===== config.mk =====
export PLATFORM = sky130hd
export DESIGN_NAME = cms_math
export DESIGN_NICKNAME = d
export VERILOG_FILES = /design/src/design/cms_math.sv
export SDC_FILE = /design/constraint.sdc
export NUM_CORES = 1
export LEC_CHECK = 0
export ABC_CLOCK_PERIOD_IN_PS = 18300
export BUFFER_PORTS_ARGS = -buffer_cell sky130_fd_sc_hd__buf_2
export CAP_MARGIN = 0
export CORE_MARGIN = 2
export CORE_UTILIZATION = 55
export DETAILED_ROUTE_END_ITERATION = 6
export GPL_TIMING_DRIVEN = 0
export PLACE_DENSITY = 0.84
export SLEW_MARGIN = 0
export SYNTH_ARGS = -nofsm -noshare
export SYNTH_HDL_FRONTEND = slang
export SYNTH_SLANG_ARGS = --single-unit

===== constraint.sdc =====
create_clock -name clk -period 18.3 [get_ports clk]
set_input_delay 1.83 -clock clk [delete_from_list [all_inputs] [get_ports clk]]
set_output_delay 1.83 -clock clk [all_outputs]
set_load 0.05 [all_outputs]

===== src/design/cms_math.sv =====
// Sequential math unit: signed 64/32 divide, 96/32 divide and 64-bit integer sqrt.
`default_nettype none
module cms_math (
  input  wire logic        clk,
  input  wire logic        rst_n,
  input  wire logic        start_div,   // sum / n
  input  wire logic        start_var,   // ss / (n-1), then sqrt
  input  wire logic [63:0] sum,
  input  wire logic [95:0] ss,
  input  wire logic [31:0] divisor,
  output logic             done,
  output logic [63:0]      result
);
  localparam logic [2:0] M_IDLE = 3'd0;
  localparam logic [2:0] M_DIV  = 3'd1;
  localparam logic [2:0] M_VDIV = 3'd2;
  localparam logic [2:0] M_SQRT = 3'd3;
  localparam logic [2:0] M_DONE = 3'd4;

  logic [2:0]  st_r, st_nxt;
  logic [6:0]  cnt_r, cnt_nxt;
  logic [95:0] num_r, num_nxt;
  logic [32:0] rem_r, rem_nxt;
  logic        neg_r, neg_nxt;
  logic [63:0] sv_r, sv_nxt, sres_r, sres_nxt;
  logic [63:0] sbit_r, sbit_nxt;
  logic [63:0] res_r, res_nxt;
  logic [32:0] trial;
  logic [63:0] stry;

  always_comb begin
    trial = {rem_r[31:0], num_r[95]} - {1'b0, divisor};
    stry  = sres_r + sbit_r;
  end

  always_comb begin
    st_nxt = st_r; cnt_nxt = cnt_r; num_nxt = num_r; rem_nxt = rem_r;
    neg_nxt = neg_r; sv_nxt = sv_r; sres_nxt = sres_r; sbit_nxt = sbit_r;
    res_nxt = res_r;
    unique case (st_r)
      M_IDLE: begin
        if (start_div) begin
          neg_nxt = sum[63];
          num_nxt = {(sum[63] ? -sum : sum), 32'd0};
          rem_nxt = '0; cnt_nxt = 7'd64; st_nxt = M_DIV;
        end else if (start_var) begin
          num_nxt = ss; rem_nxt = '0; cnt_nxt = 7'd96; st_nxt = M_VDIV;
        end
      end
      M_DIV, M_VDIV: begin
        if (!trial[32]) rem_nxt = trial;
        else rem_nxt = {rem_r[31:0], num_r[95]};
        num_nxt = {num_r[94:0], ~trial[32]};
        cnt_nxt = cnt_r - 7'd1;
        if (cnt_r == 7'd1) begin
          if (st_r == M_DIV) begin
            res_nxt = neg_r ? -{num_r[62:0], ~trial[32]} : {num_r[62:0], ~trial[32]};
            st_nxt = M_DONE;
          end else if (num_r[94:63] != 32'd0) begin
            res_nxt = 64'hFFFF_FFFF; st_nxt = M_DONE;
          end else begin
            sv_nxt = {num_r[62:0], ~trial[32]};
            sres_nxt = '0; sbit_nxt = 64'h4000_0000_0000_0000;
            cnt_nxt = 7'd32; st_nxt = M_SQRT;
          end
        end
      end
      M_SQRT: begin
        if (sv_r >= stry) begin
          sv_nxt = sv_r - stry; sres_nxt = (sres_r >> 1) + sbit_r;
        end else sres_nxt = sres_r >> 1;
        sbit_nxt = sbit_r >> 2;
        cnt_nxt = cnt_r - 7'd1;
        if (cnt_r == 7'd1) begin
          res_nxt = {32'd0, sres_nxt[31:0]}; st_nxt = M_DONE;
        end
      end
      M_DONE: st_nxt = M_IDLE;
      default: st_nxt = M_IDLE;
    endcase
  end

  always_ff @(posedge clk) begin
    if (!rst_n) st_r <= M_IDLE;
    else st_r <= st_nxt;
    cnt_r <= cnt_nxt; num_r <= num_nxt; rem_r <= rem_nxt; neg_r <= neg_nxt;
    sv_r <= sv_nxt; sres_r <= sres_nxt; sbit_r <= sbit_nxt; res_r <= res_nxt;
  end

  assign done   = (st_r == M_DONE);
  assign result = res_r;
endmodule
`default_nettype wire


==> results.json <==
{
  "timing.fmax_mhz": 113,
  "ys_warn_count": 0,
  "power.density_nw_per_um2": 154,
  "finalMaxSlewViolations": 0,
  "grt_use_total_pct": 33.6,
  "power.leakage_nw": 12.5,
  "postSynthRegisterBits": 363,
  "fin_nets": 3931,
  "synth-edff-count": 360,
  "dr.first_iter.drc_count": 2892,
  "worstPathMaxFanout": 34,
  "drive_above_1_share_pct": 10.8,
  "start_util_pct": 55.4,
  "synth_ff_type": "edfxtp_1",
  "max_cap_viol_count": 0,
  "die_h_um": 231,
  "rows": 83,
  "drc": 0,
  "worstPathRequired_ns": 18.57,
  "syn_nets": 3616,
  "area_delta_synth_final_pct": 13.0,
  "post-dp-hpwl_mm": 70.4,
  "grt_pass1_wl_mm": 141,
  "design.die.area_sq_um": 53400,
  "numPortBuffers": 259,
  "finalPower_mw": 4.95,
  "cts_hold_buf": 0,
  "synth_seq_area_share_pct": 38.3,
  "vias": 27300,
  "postSynthCellCount": 3252,
  "cp_num_buf_inv": 4,
  "yosys-top-cells-area": "edfxtp_1, ha_1, nand2_1",
  "r2r-start": "sres_r[12]$_SDFFCE_PN0P_",
  "antenna_cells": 0,
  "status": "finished clean",
  "coreArea_sq_um": 51200,
  "cp_top_family": "compound AO/OA/AOI/OAI gates",
  "tns_ns": 0,
  "yosysTopAreaCellShare_pct": 38.1,
  "cp-startpoint": "sres_r[12]$_SDFFCE_PN0P_",
  "syn_area_per_cell_sq_um": 8.73,
  "crit_path_start_kind": "flop",
  "peakVddDrop_v": 0.000148,
  "ys_async_sr_fraction_pct": 0,
  "io_pins": 261,
  "crit_slowest_cell": "o41ai_1",
  "layout_min_cycle_time_ns": 8.83,
  "period_share_pct": 48.3,
  "antenna_found_initial": 2,
  "relSlewSlack_pct": 19.8,
  "clock-root-buffer": "clkbuf_16",
  "min_path_type": "reg -> reg",
  "yosysUniqueCellTypes": 80,
  "ctsResizeCount": 0,
  "crit_path_max_incr_delay_ns": 0.73,
  "worstPathArrival_ns": 9.10,
  "synth_area_leader_cell": "edfxtp_1",
  "report.final.hold_viol_count": 0,
  "clk_pin_slew_worst_paths_ns": 0.07,
  "clk_latency_ns": 0.60,
  "worst_clock_skew_ns": 0.0306,
  "detail_route.vias_per_cell": 6.37,
  "cts_max_path_buffers": 3,
  "wl_per_cell_um": 21.3,
  "endpoint_kind": "flop",
  "tightest_slew_ns": 1.17,
  "numCtsBuffers": 41,
  "ant_nets": 0,
  "netlist_area_sq_um": 28400,
  "whs_ns": 0.553,
  "cts_tree": "yes",
  "grt_pass1_vias": 25600,
  "globalplace.congestion": 1.00,
  "rsz0062_at_grt": "no",
  "wl_mm": 91.2,
  "cts.htree.levels": 2,
  "cts_sinks": 363,
  "grt-ovfl-total": 0,
  "hold_start": "num_r[66]$_DFFE_PP_",
  "path_class": "reg -> reg",
  "die_x_um": 231,
  "drt-pass1-iter-count": 6,
  "grt_max_degree": 72,
  "finalSetupViolations": 0,
  "post_cts_buffers": 0
}
where the power goes:
part | switching, mW | leakage [nW] | internal [mW]
combinational | 1.74 | 8.40 | 0.770
clock | 0.362 | 0.652 | 0.485
sequential | 0.223 | 3.45 | 1.37
total | 2.33 | 12.5 | 2.62
synthesized netlist by cell type (all sizes together), types with 26 or more instances:
library cell,instances
a211oi,38
xnor2,109
nand2,468
xor2,198
or4,27
inv,80
o21ai,339
nor4,27
or3,40
o21bai,36
a21o,68
and3,50
nand2b,32
a31oi,69
clkbuf,139
buf,31
edfxtp,360
nand4,43
ha,166
nor2b,26
nor2,245
and2,26
a21oi,192
nor3,48
o31ai,60
nand3,99
o41ai,35
final timing paths:
path | end | slack (ns) | depth (start not counted)
setup / recovery | sv_r[40]$_DFFE_PP_ | 9.47 | 25
hold / removal | num_r[67]$_DFFE_PP_ | 0.55 | 2
setup reg to reg | sv_r[40]$_DFFE_PP_ | 9.47 | 25
hold reg to reg | num_r[67]$_DFFE_PP_ | 0.55 | 2
state kept, by name (all words and copies together), names as in the netlist:
signal,count
rem_r,32
sbit_r,32
sres_r,64
st_r,3
num_r,96
result,64
cnt_r,7
sv_r,64
neg_r,1
metrics by stage:
stage / setup WS (ns) / std cells / util (%) / instance area [sq um]
after global routing: 9.01 / 4275 / 62.7 / 32100
final: 9.47 / 4275 / 62.7 / 32100
after CTS: 9.67 / 4275 / 62.7 / 32100
after floorplan: 7.21 / 3252 / - / 28400
after detailed placement: 9.75 / 4204 / 60.1 / 30800
after global placement: 2.47 / 4191 / 59.6 / 30500
cell usage in the layout (no fill, tap or decap), types with 14 or more instances in the layout:
| master | Yosys | layout |
|---|---|---|
| nor3_1 | 47 | 46 |
| a211o_1 | 16 | 16 |
| nand2_1 | 468 | 468 |
| nand3_1 | 99 | 99 |
| o211ai_1 | 14 | 14 |
| a31o_2 | 17 | 17 |
| or4_1 | 25 | 25 |
| a31oi_1 | 69 | 69 |
| a21oi_1 | 192 | 192 |
| a21o_1 | 68 | 68 |
| and3_1 | 50 | 50 |
| nor4_1 | 27 | 27 |
| nand2b_1 | 32 | 32 |
| nand4_1 | 43 | 43 |
| buf_1 | 21 | 21 |
| and2_1 | 24 | 23 |
| a211oi_1 | 38 | 38 |
| o31ai_1 | 59 | 59 |
| xnor2_1 | 109 | 109 |
| clkbuf_1 | 139 | 145 |
| xor2_1 | 198 | 198 |
| or3_1 | 37 | 37 |
| inv_1 | 80 | 80 |
| edfxtp_1 | 360 | 360 |
| ha_1 | 166 | 166 |
| o21ai_0 | 338 | 338 |
| nor2_1 | 245 | 245 |
| o21bai_1 | 36 | 36 |
| nor2b_1 | 26 | 25 |
| o21a_1 | 23 | 23 |
| o41ai_1 | 33 | 33 |
| buf_2 | 6 | 265 |
| clkbuf_16 | 0 | 41 |
cell type report:
cell class	count	area, sq um
repair buffers	272	1500
inverters	83	312
plain buffers	170	664
well taps	680	851
clock inverters	24	277
flip-flops and latches	363	10900
clock buffers	47	1050
fillers	4286	19100
multi-input cells	2636	16600
cells by family (layout without fill, tap and decap cells):
family | count (synthesis) | after routing | share of synthesized area [%]
AND/OR/NAND/NOR | 1160 | 1160 | 19.0
AO/OA/AOI/OAI | 989 | 989 | 21.9
flip-flops | 363 | 363 | 38.3
XOR/XNOR | 307 | 307 | 9.47
buffers and inverters | 253 | 596 | 3.44
adder cells (fa/ha/maj) | 168 | 168 | 7.46
multiplexers | 12 | 12 | 0.432
tightest hold or removal path: stages, from the launching register on:
cell and delay [ns]:
edfxtp_1 0.34, nand2_1 0.05, o21ai_0 0.06
layer usage:
metal	wire length [um]	share of wire, %	global-route usage [%]	vias up
met5	13	0.014	0	-
li1	-	-	-	12700
met3	10300	11	7.03	263
met4	4190	4.6	15.0	2
met2	41400	45	53.5	1663
met1	35400	39	44.0	12700
Power figures use the tool's default switching activity.
